$ cat config.mk
export PLATFORM = sky130hd
export DESIGN_NAME = byte_stuffing_codec_core_flat
export DESIGN_NICKNAME = d
export VERILOG_FILES = /design/src/rtl/bsc_pkg.sv /design/src/rtl/bsc_if.sv /design/src/rtl/bsc_cfg_regs.sv /design/src/rtl/byte_stuffing_codec_core.sv /design/src/flat_wrapper.sv
export SDC_FILE = /design/constraint.sdc
export NUM_CORES = 1
export LEC_CHECK = 0
export ABC_AREA = 1
export ABC_CLOCK_PERIOD_IN_PS = 5700
export BUFFER_PORTS_ARGS = -buffer_cell sky130_fd_sc_hd__buf_2
export CAP_MARGIN = 20
export CORE_ASPECT_RATIO = 1.1
export CORE_MARGIN = 1
export CORE_UTILIZATION = 40
export DETAILED_ROUTE_END_ITERATION = 8
export HOLD_SLACK_MARGIN = 0.02
export PLACE_DENSITY = 0.68
export SYNTH_ARGS = -nofsm -noshare
export SYNTH_HDL_FRONTEND = slang
export SYNTH_SLANG_ARGS = --single-unit
$ cat constraint.sdc
create_clock -name clk -period 5.7 [get_ports clk]
set_input_delay 0 -clock clk [delete_from_list [all_inputs] [get_ports clk]]
set_output_delay 0 -clock clk [all_outputs]
set_load 0.01 [all_outputs]
$ cat src/rtl/bsc_pkg.sv
`timescale 1ns / 1ps
`default_nettype none
// ----------------------------------------------------------------------------
// bsc_pkg
// Shared types and constants of the byte-stuffing codec.
// ----------------------------------------------------------------------------
package bsc_pkg;

  localparam int BYTE_W     = 8;
  localparam int STATUS_W   = 2;
  localparam int CFG_DATA_W = 32;
  localparam int CFG_ADDR_W = 5;
  localparam int REG_IDX_W  = 3;

  localparam logic [REG_IDX_W-1:0] REG_MODE      = 3'd0;
  localparam logic [REG_IDX_W-1:0] REG_START     = 3'd1;
  localparam logic [REG_IDX_W-1:0] REG_ESCAPE    = 3'd2;
  localparam logic [REG_IDX_W-1:0] REG_ESC_START = 3'd3;
  localparam logic [REG_IDX_W-1:0] REG_ESC_ESC   = 3'd4;

  localparam logic [BYTE_W-1:0] START_RST     = 8'd115;
  localparam logic [BYTE_W-1:0] ESCAPE_RST    = 8'd120;
  localparam logic [BYTE_W-1:0] ESC_START_RST = 8'd85;
  localparam logic [BYTE_W-1:0] ESC_ESC_RST   = 8'd49;

  typedef enum logic [STATUS_W-1:0] {
    ST_DATA       = 2'd0,
    ST_INVALID    = 2'd1,
    ST_START      = 2'd2,
    ST_INCOMPLETE = 2'd3
  } status_t;

  typedef struct packed {
    logic              unescape_mode;
    logic [BYTE_W-1:0] start_code;
    logic [BYTE_W-1:0] escape_code;
    logic [BYTE_W-1:0] esc_start_code;
    logic [BYTE_W-1:0] esc_esc_code;
  } cfg_t;

  typedef struct packed {
    logic [BYTE_W-1:0] out_byte;
    status_t           status;
    logic              run_last;
    logic              buffer_end;
  } res_t;

endpackage : bsc_pkg
`default_nettype wire

$ cat src/rtl/bsc_if.sv
`timescale 1ns / 1ps
`default_nettype none
// ----------------------------------------------------------------------------
// bsc_in_if / bsc_out_if
// Valid/ready request channels of the byte-stuffing codec.
// ----------------------------------------------------------------------------
interface bsc_in_if;
  logic                        valid;
  logic                        ready;
  logic [bsc_pkg::BYTE_W-1:0]  data_byte;
  logic                        buffer_last;

  modport source (output valid, output data_byte, output buffer_last, input ready);
  modport sink   (input valid, input data_byte, input buffer_last, output ready);
endinterface : bsc_in_if

interface bsc_out_if;
  logic                          valid;
  logic                          ready;
  logic [bsc_pkg::BYTE_W-1:0]    out_byte;
  logic [bsc_pkg::STATUS_W-1:0]  status;
  logic                          run_last;
  logic                          buffer_end;

  modport source (output valid, output out_byte, output status, output run_last,
                  output buffer_end, input ready);
  modport sink   (input valid, input out_byte, input status, input run_last,
                  input buffer_end, output ready);
endinterface : bsc_out_if
`default_nettype wire

$ cat src/rtl/bsc_cfg_regs.sv
`timescale 1ns / 1ps
`default_nettype none
// ----------------------------------------------------------------------------
// bsc_cfg_regs
// APB register file: mode and the four code bytes.
// ----------------------------------------------------------------------------
module bsc_cfg_regs (
  input  wire logic                            clk,
  input  wire logic                            rst_n,
  input  wire logic                            cfg_psel,
  input  wire logic                            cfg_penable,
  input  wire logic                            cfg_pwrite,
  input  wire logic [bsc_pkg::CFG_ADDR_W-1:0]  cfg_paddr,
  input  wire logic [bsc_pkg::CFG_DATA_W-1:0]  cfg_pwdata,
  output logic      [bsc_pkg::CFG_DATA_W-1:0]  cfg_prdata,
  output logic                                 cfg_pready,
  output bsc_pkg::cfg_t                        cfg
);
  import bsc_pkg::*;

  cfg_t                 cfg_r;
  cfg_t                 cfg_nxt;
  logic [REG_IDX_W-1:0] idx;
  logic                 wr_en;

  assign idx        = cfg_paddr[CFG_ADDR_W-1:2];
  assign wr_en      = cfg_psel && cfg_penable && cfg_pwrite;
  assign cfg_pready = 1'b1;
  assign cfg        = cfg_r;

  always_comb begin
    cfg_nxt = cfg_r;
    if (wr_en) begin
      case (idx)
        REG_MODE:      cfg_nxt.unescape_mode  = cfg_pwdata[0];
        REG_START:     cfg_nxt.start_code     = cfg_pwdata[BYTE_W-1:0];
        REG_ESCAPE:    cfg_nxt.escape_code    = cfg_pwdata[BYTE_W-1:0];
        REG_ESC_START: cfg_nxt.esc_start_code = cfg_pwdata[BYTE_W-1:0];
        REG_ESC_ESC:   cfg_nxt.esc_esc_code   = cfg_pwdata[BYTE_W-1:0];
        default:       cfg_nxt = cfg_r;
      endcase
    end
  end

  always_comb begin
    cfg_prdata = '0;
    case (idx)
      REG_MODE:      cfg_prdata[0]        = cfg_r.unescape_mode;
      REG_START:     cfg_prdata[BYTE_W-1:0] = cfg_r.start_code;
      REG_ESCAPE:    cfg_prdata[BYTE_W-1:0] = cfg_r.escape_code;
      REG_ESC_START: cfg_prdata[BYTE_W-1:0] = cfg_r.esc_start_code;
      REG_ESC_ESC:   cfg_prdata[BYTE_W-1:0] = cfg_r.esc_esc_code;
      default:       cfg_prdata = '0;
    endcase
  end

  always_ff @(posedge clk) begin
    if (!rst_n) begin
      cfg_r.unescape_mode  <= 1'b0;
      cfg_r.start_code     <= START_RST;
      cfg_r.escape_code    <= ESCAPE_RST;
      cfg_r.esc_start_code <= ESC_START_RST;
      cfg_r.esc_esc_code   <= ESC_ESC_RST;
    end else begin
      cfg_r <= cfg_nxt;
    end
  end

endmodule : bsc_cfg_regs
`default_nettype wire

$ cat src/rtl/byte_stuffing_codec_core.sv
`timescale 1ns / 1ps
`default_nettype none
// ----------------------------------------------------------------------------
// byte_stuffing_codec_core
// Byte-stuffing escape / unescape codec with an APB register port.
//
// in_if  : one buffer byte per request (data_byte, buffer_last).
// out_if : result requests (out_byte, status, run_last, buffer_end).
// cfg_*  : APB registers at 4*i: mode, start, escape, esc_start, esc_esc.
// A request is taken into an input register, decoded in one pass and
// written into a two-entry result holder, which drives out_if. One
// input byte per cycle is sustained while each byte gives one result
// and the receiver is ready; a byte that expands into a pair occupies
// the result holder until both results are taken, so the input stalls
// while the first of the pair is taken. An escape byte in unescape mode
// that opens an escape pair gives no result and leaves the holder free.
// When the receiver stalls, the holder and the input register fill and
// in_if.ready drops; nothing is lost. Reset clears the pending-escape
// flag, both stages and the registers to their default codes.
// ----------------------------------------------------------------------------
module byte_stuffing_codec_core (
  input  wire logic                            clk,
  input  wire logic                            rst_n,
  bsc_in_if.sink                               in_if,
  bsc_out_if.source                            out_if,
  input  wire logic                            cfg_psel,
  input  wire logic                            cfg_penable,
  input  wire logic                            cfg_pwrite,
  input  wire logic [bsc_pkg::CFG_ADDR_W-1:0]  cfg_paddr,
  input  wire logic [bsc_pkg::CFG_DATA_W-1:0]  cfg_pwdata,
  output logic      [bsc_pkg::CFG_DATA_W-1:0]  cfg_prdata,
  output logic                                 cfg_pready
);
  import bsc_pkg::*;

  cfg_t              cfg;

  logic              s1_v_r;
  logic [BYTE_W-1:0] s1_byte_r;
  logic              s1_last_r;
  logic              pend_r;
  logic              pend_nxt;

  res_t              first_r;
  res_t              second_r;
  logic              h_v_r;
  logic              h_two_r;

  res_t              res0;
  res_t              res1;
  logic [1:0]        n_res;
  logic              out_free;
  logic              s1_move;
  logic              in_take;
  logic              out_take;

  bsc_cfg_regs u_regs (
    .clk         (clk),
    .rst_n       (rst_n),
    .cfg_psel    (cfg_psel),
    .cfg_penable (cfg_penable),
    .cfg_pwrite  (cfg_pwrite),
    .cfg_paddr   (cfg_paddr),
    .cfg_pwdata  (cfg_pwdata),
    .cfg_prdata  (cfg_prdata),
    .cfg_pready  (cfg_pready),
    .cfg         (cfg)
  );

  // decode of the registered byte
  always_comb begin
    res0     = '0;
    res1     = '0;
    n_res    = 2'd0;
    pend_nxt = pend_r;
    if (!cfg.unescape_mode) begin
      pend_nxt = 1'b0;
      priority if (s1_byte_r == cfg.start_code) begin
        res0  = '{cfg.escape_code, ST_DATA, 1'b0, 1'b0};
        res1  = '{cfg.esc_start_code, ST_DATA, 1'b1, s1_last_r};
        n_res = 2'd2;
      end else if (s1_byte_r == cfg.escape_code) begin
        res0  = '{cfg.escape_code, ST_DATA, 1'b0, 1'b0};
        res1  = '{cfg.esc_esc_code, ST_DATA, 1'b1, s1_last_r};
        n_res = 2'd2;
      end else begin
        res0  = '{s1_byte_r, ST_DATA, 1'b1, s1_last_r};
        n_res = 2'd1;
      end
    end else if (pend_r) begin
      pend_nxt = 1'b0;
      n_res    = 2'd1;
      priority if (s1_byte_r == cfg.esc_start_code) begin
        res0 = '{cfg.start_code, ST_DATA, 1'b1, s1_last_r};
      end else if (s1_byte_r == cfg.esc_esc_code) begin
        res0 = '{cfg.escape_code, ST_DATA, 1'b1, s1_last_r};
      end else begin
        res0 = '{'0, ST_INVALID, 1'b1, s1_last_r};
      end
    end else begin
      priority if (s1_byte_r == cfg.escape_code) begin
        if (s1_last_r) begin
          res0  = '{'0, ST_INCOMPLETE, 1'b1, 1'b1};
          n_res = 2'd1;
        end else begin
          pend_nxt = 1'b1;
        end
      end else if (s1_byte_r == cfg.start_code) begin
        res0  = '{'0, ST_START, 1'b1, s1_last_r};
        n_res = 2'd1;
      end else begin
        res0  = '{s1_byte_r, ST_DATA, 1'b1, s1_last_r};
        n_res = 2'd1;
      end
    end
  end

  assign out_take = h_v_r && out_if.ready;
  assign out_free = !h_v_r || (out_if.ready && !h_two_r);
  assign s1_move  = s1_v_r && (out_free || (n_res == 2'd0));
  assign in_take  = in_if.valid && in_if.ready;

  assign in_if.ready       = !s1_v_r || s1_move;
  assign out_if.valid      = h_v_r;
  assign out_if.out_byte   = first_r.out_byte;
  assign out_if.status     = first_r.status;
  assign out_if.run_last   = first_r.run_last;
  assign out_if.buffer_end = first_r.buffer_end;

  always_ff @(posedge clk) begin
    if (!rst_n) begin
      s1_v_r  <= 1'b0;
      pend_r  <= 1'b0;
      h_v_r   <= 1'b0;
      h_two_r <= 1'b0;
    end else begin
      if (in_take) begin
        s1_v_r    <= 1'b1;
        s1_byte_r <= in_if.data_byte;
        s1_last_r <= in_if.buffer_last;
      end else if (s1_move) begin
        s1_v_r <= 1'b0;
      end

      if (s1_move) begin
        pend_r <= pend_nxt;
      end

      if (s1_move && (n_res != 2'd0)) begin
        h_v_r    <= 1'b1;
        h_two_r  <= (n_res == 2'd2);
        first_r  <= res0;
        second_r <= res1;
      end else if (out_take) begin
        if (h_two_r) begin
          first_r <= second_r;
          h_two_r <= 1'b0;
        end else begin
          h_v_r <= 1'b0;
        end
      end
    end
  end

endmodule : byte_stuffing_codec_core
`default_nettype wire
$ cat src/flat_wrapper.sv
// flat-port wrapper written by rule: the top's interface ports become plain ports
module byte_stuffing_codec_core_flat import bsc_pkg::*;
  (clk, rst_n, cfg_psel, cfg_penable, cfg_pwrite, cfg_paddr, cfg_pwdata, cfg_prdata, cfg_pready, in_if_valid, in_if_data_byte, in_if_buffer_last, in_if_ready, out_if_valid, out_if_out_byte, out_if_status, out_if_run_last, out_if_buffer_end, out_if_ready);
  bsc_in_if in_if_i ();
  bsc_out_if out_if_i ();
  input  wire logic clk;
  input  wire logic rst_n;
  input  wire logic cfg_psel;
  input  wire logic cfg_penable;
  input  wire logic cfg_pwrite;
  input  wire logic [bsc_pkg::CFG_ADDR_W-1:0] cfg_paddr;
  input  wire logic [bsc_pkg::CFG_DATA_W-1:0] cfg_pwdata;
  output logic      [bsc_pkg::CFG_DATA_W-1:0] cfg_prdata;
  output logic cfg_pready;
  input wire logic [$bits(in_if_i.valid)-1:0] in_if_valid;
  input wire logic [$bits(in_if_i.data_byte)-1:0] in_if_data_byte;
  input wire logic [$bits(in_if_i.buffer_last)-1:0] in_if_buffer_last;
  output wire logic [$bits(in_if_i.ready)-1:0] in_if_ready;
  output wire logic [$bits(out_if_i.valid)-1:0] out_if_valid;
  output wire logic [$bits(out_if_i.out_byte)-1:0] out_if_out_byte;
  output wire logic [$bits(out_if_i.status)-1:0] out_if_status;
  output wire logic [$bits(out_if_i.run_last)-1:0] out_if_run_last;
  output wire logic [$bits(out_if_i.buffer_end)-1:0] out_if_buffer_end;
  input wire logic [$bits(out_if_i.ready)-1:0] out_if_ready;
  assign in_if_i.valid = in_if_valid;
  assign in_if_i.data_byte = in_if_data_byte;
  assign in_if_i.buffer_last = in_if_buffer_last;
  assign in_if_ready = in_if_i.ready;
  assign out_if_valid = out_if_i.valid;
  assign out_if_out_byte = out_if_i.out_byte;
  assign out_if_status = out_if_i.status;
  assign out_if_run_last = out_if_i.run_last;
  assign out_if_buffer_end = out_if_i.buffer_end;
  assign out_if_i.ready = out_if_ready;
  byte_stuffing_codec_core u_core (.clk(clk), .rst_n(rst_n), .in_if(in_if_i), .out_if(out_if_i), .cfg_psel(cfg_psel), .cfg_penable(cfg_penable), .cfg_pwrite(cfg_pwrite), .cfg_paddr(cfg_paddr), .cfg_pwdata(cfg_pwdata), .cfg_prdata(cfg_prdata), .cfg_pready(cfg_pready));
endmodule
==> results.toml <==
[layout]
fin_util_pct = 46.80
fin_cells = 711
n_antenna_cell = 0
drive_above_1_share_pct = 17.43
syn2layout_area_growth_pct = 14.25
nets = 639

[placed_design]
port_buffers = 48
dpl.hpwl_um = 7262
gp_congestion = 0.8666
dp_slack_ns = 3.171
place_inst = 675

[min_path]
hold_depth = 2
hold_end = "u_core.u_regs.cfg[22]$_SDFFE_PN1P_"
hold_class = "primary input to flip-flop"
min-delay-start = "rst_n"

[worst_setup_path]
arrival_ns = 2.35
r2r-end = "u_core.second_r[6]$_SDFFCE_PP0P_"
crit_top_cell = "nand2_1"
cp-end-kind = "flip-flop"
worstReg2RegStart = "u_core.s1_byte_r[4]$_DFFE_PP_"
worstPathRequired_ns = 5.69
r2r_cells = 8
rrSetupSlack_ns = 3.34
cp-start-kind = "flip-flop"
cpPeakStageDelay_ns = 0.72
cp_slowest_cell = "nor2_1"
path_class = "flip-flop to flip-flop"
cp_max_fo = 18
path_cells = "inv_1, nand2_1, nand2_1, nand2_2, nor2_4, nand4_2, nand3_4, nor2_1"

[synth]
yosys_warnings = 0
avgSynthCellArea_um2 = 7.708
synth-seq-cells = 68
ys_async_sr_fraction_pct = 0
yosysMostFrequentCell = "nand2_1"
synth_commonest_cells = "nand2_1 (136), inv_1 (58), nor2_1 (48), dfxtp_1 (37), nand3_1 (37)"
netlist_instances = 523
synth_top_area_share_pct = 23.09
ys_types = 37
synth-edff-count = 31
synth_top_cell_by_area = "edfxtp_1"
synth_area_mm2 = 0.004031
seq_area_frac_synth_pct = 41.46
yosys-top-cells-area = "edfxtp_1 (23%), dfxtp_1 (18%), nand2_1 (13%), inv_1 (5.4%), buf_4 (5.0%)"
yosys_most_used_dff = "dfxtp_1"

[cts]
clk_pin_slew_worst_paths_ns = 0.08
cts_tree = "built"
cts_buffers = 9
clk_path_buf_depth = 2
cts_sinks = 68
cts_resized = 0
h-tree-depth = 3
cts_root_buf = "clkbuf_8"
clock_latency_ns = 0.36

[floorplanning]
fp.dieH_um = 107.3
rows = 38
die_area_mm2 = 0.01048
ios = 100
die_x_um = 97.72
core_region_area_mm2 = 0.009842
start_util_pct = 40.96

[timing]
maxSlewHeadroom_pct = 41.68
rsz0062_at_grt = "no"
period_needed_ns = 2.361
slew_violations = 0
tightest_slew_ns = 0.8716
period_share_pct = 41.43
setup_ws_ns = 3.339
fin_tns_setup_ns = 0
setup_violations = 0
fin_skew_ns = 0.006091
timing.fmax_mhz = 423.5
hold_violations = 0

[power]
leakage_uw = 0.002091
power_density_mw_per_mm2 = 225.1
ir_worst_vdd_mv = 0.1418

[route]
routed_wl_um = 9879
first_pass_iters = 7
drt_iter0_markers = 258
avgViaCountPerCell = 5.007
postRouteAntennaNets = 0
num_vias = 3560
routedWlPerCell_um = 13.89
drc = 12

[run]
maxCapViolCount = 0

[grt]
grt-ovfl-total = 0
antenna_found_initial = 0
grt_pass1_wl_um = 15880
grt_pass1_vias = 3278
gr-usage-all-layers_pct = 19.76
grt_max_degree = 35

[status]
violations = "DRC"
outcome = "complete, but fails checks"
-- through the flow --
| step | area [µm²] | hold WS [ns] | total power [µW] |
|---|---|---|---|
| finish | 4606 | 0.1395 | 1037 |
| global route | 4606 | 0.1625 | 1075 |
| CTS | 4598 | 0.1211 | 1043 |
| detailed placement | 4212 | 0.1781 | 644.1 |
| global placement | 4212 | 0.1766 | 641.8 |
| floorplan | 4118 | 0.09887 | 623.1 |
-- cells in the final DEF, fill, tap and decap left out, drive strengths merged --
cell	synthesis	routed
nor2	56	56
clkbuf	3	11
nand4	2	2
nand3	38	38
o221ai	2	2
o22ai	4	4
inv	68	68
o21ai	28	28
o211ai	12	12
nand2	143	143
xor2	5	5
a22oi	1	1
clkinvlp	0	4
a21oi	27	27
nor3	4	4
buf	36	49
dlygate4sd3	0	19
clkinv	1	2
edfxtp	31	31
conb	2	25
o21a	1	1
a211oi	8	8
xnor2	12	12
dfxtp	37	37
a221oi	2	2
-- logic make-up (layout without fill, tap and decap cells) --
family,count (synthesis),in the layout,synth area share [%]
buffers and inverters,108,153,13.78
other,2,25,0.1863
AO/OA/AOI/OAI,85,85,13.50
XOR/XNOR,17,17,3.880
AND/OR/NAND/NOR,243,243,27.19
flip-flops,68,68,41.46
-- routing by layer --
metal	vias to the layer above	track usage (%)	routed length, µm
li1	1773	-	-
met1	1622	24.06	4185
met2	151	34.30	4817
met3	14	3.961	737
met4	0	7.900	140
met5	-	0	0
-- area by class of cell --
class                   count  area [µm²]
repair buffers             68       437.9
multi-input cells         370        1891
clock inverters             5       33.78
clock buffers              11       162.7
fillers                   983        5236
flip-flops and latches     68        1672
well taps                 120       150.1
inverters                  69       259.0
-- worst max path at each step --
stage,cells after the start,slack (ns),start,end
3_5_place_dp,6,3.17,u_core.s1_byte_r[7]$_DFFE_PP_,u_core.out_if.out_byte[2]$_DFFE_PP_
6_report,8,3.34,u_core.s1_byte_r[4]$_DFFE_PP_,u_core.second_r[6]$_SDFFCE_PP0P_
2_1_floorplan,8,3.53,u_core.s1_byte_r[1]$_DFFE_PP_,u_core.out_if.buffer_end$_DFFE_PP_
5_1_grt,6,3.17,u_core.s1_byte_r[3]$_DFFE_PP_,u_core.second_r[5]$_SDFFCE_PP0P_
4_1_cts,6,3.15,u_core.s1_byte_r[7]$_DFFE_PP_,u_core.out_if.out_byte[0]$_DFFE_PP_
3_3_place_gp,6,3.21,u_core.s1_byte_r[3]$_DFFE_PP_,u_core.out_if.out_byte[2]$_DFFE_PP_
-- critical path, delay by kind of cell (launching register included) --
kind          cells  cell delay, ns
simple gates      7            1.34
buf+inv           1            0.13
flops             1            0.51
-- registers in the layout, summed over array words and instances (netlist names) --
| name | cells |
|---|---|
| u_core.h_two_r | 1 |
| u_core.out_if.buffer_end | 1 |
| u_core.out_if.out_byte | 8 |
| u_core.out_if.run_last | 1 |
| u_core.out_if.status | 2 |
| u_core.out_if.valid | 1 |
| u_core.pend_r | 1 |
| u_core.s1_byte_r | 8 |
| u_core.s1_last_r | 1 |
| u_core.s1_v_r | 1 |
| u_core.second_r | 10 |
| u_core.u_regs.cfg | 33 |
-- repair_timing --
item | 4_1_cts | 5_1_grt
endpoints found under the hold margin | 44 | 0
setup buffers | 0 | 0
hold buffers | 19 | 0
-- power by group --
part	switching, µW	total, µW	leakage [µW]	internal, µW
clock network	198	393	0.0000864	194
logic	68.8	110	0.00142	41.6
registers	11.4	534	0.000585	522
total	278	1040	0.00209	758
Note: power is estimated with default switching activity, not from simulation.
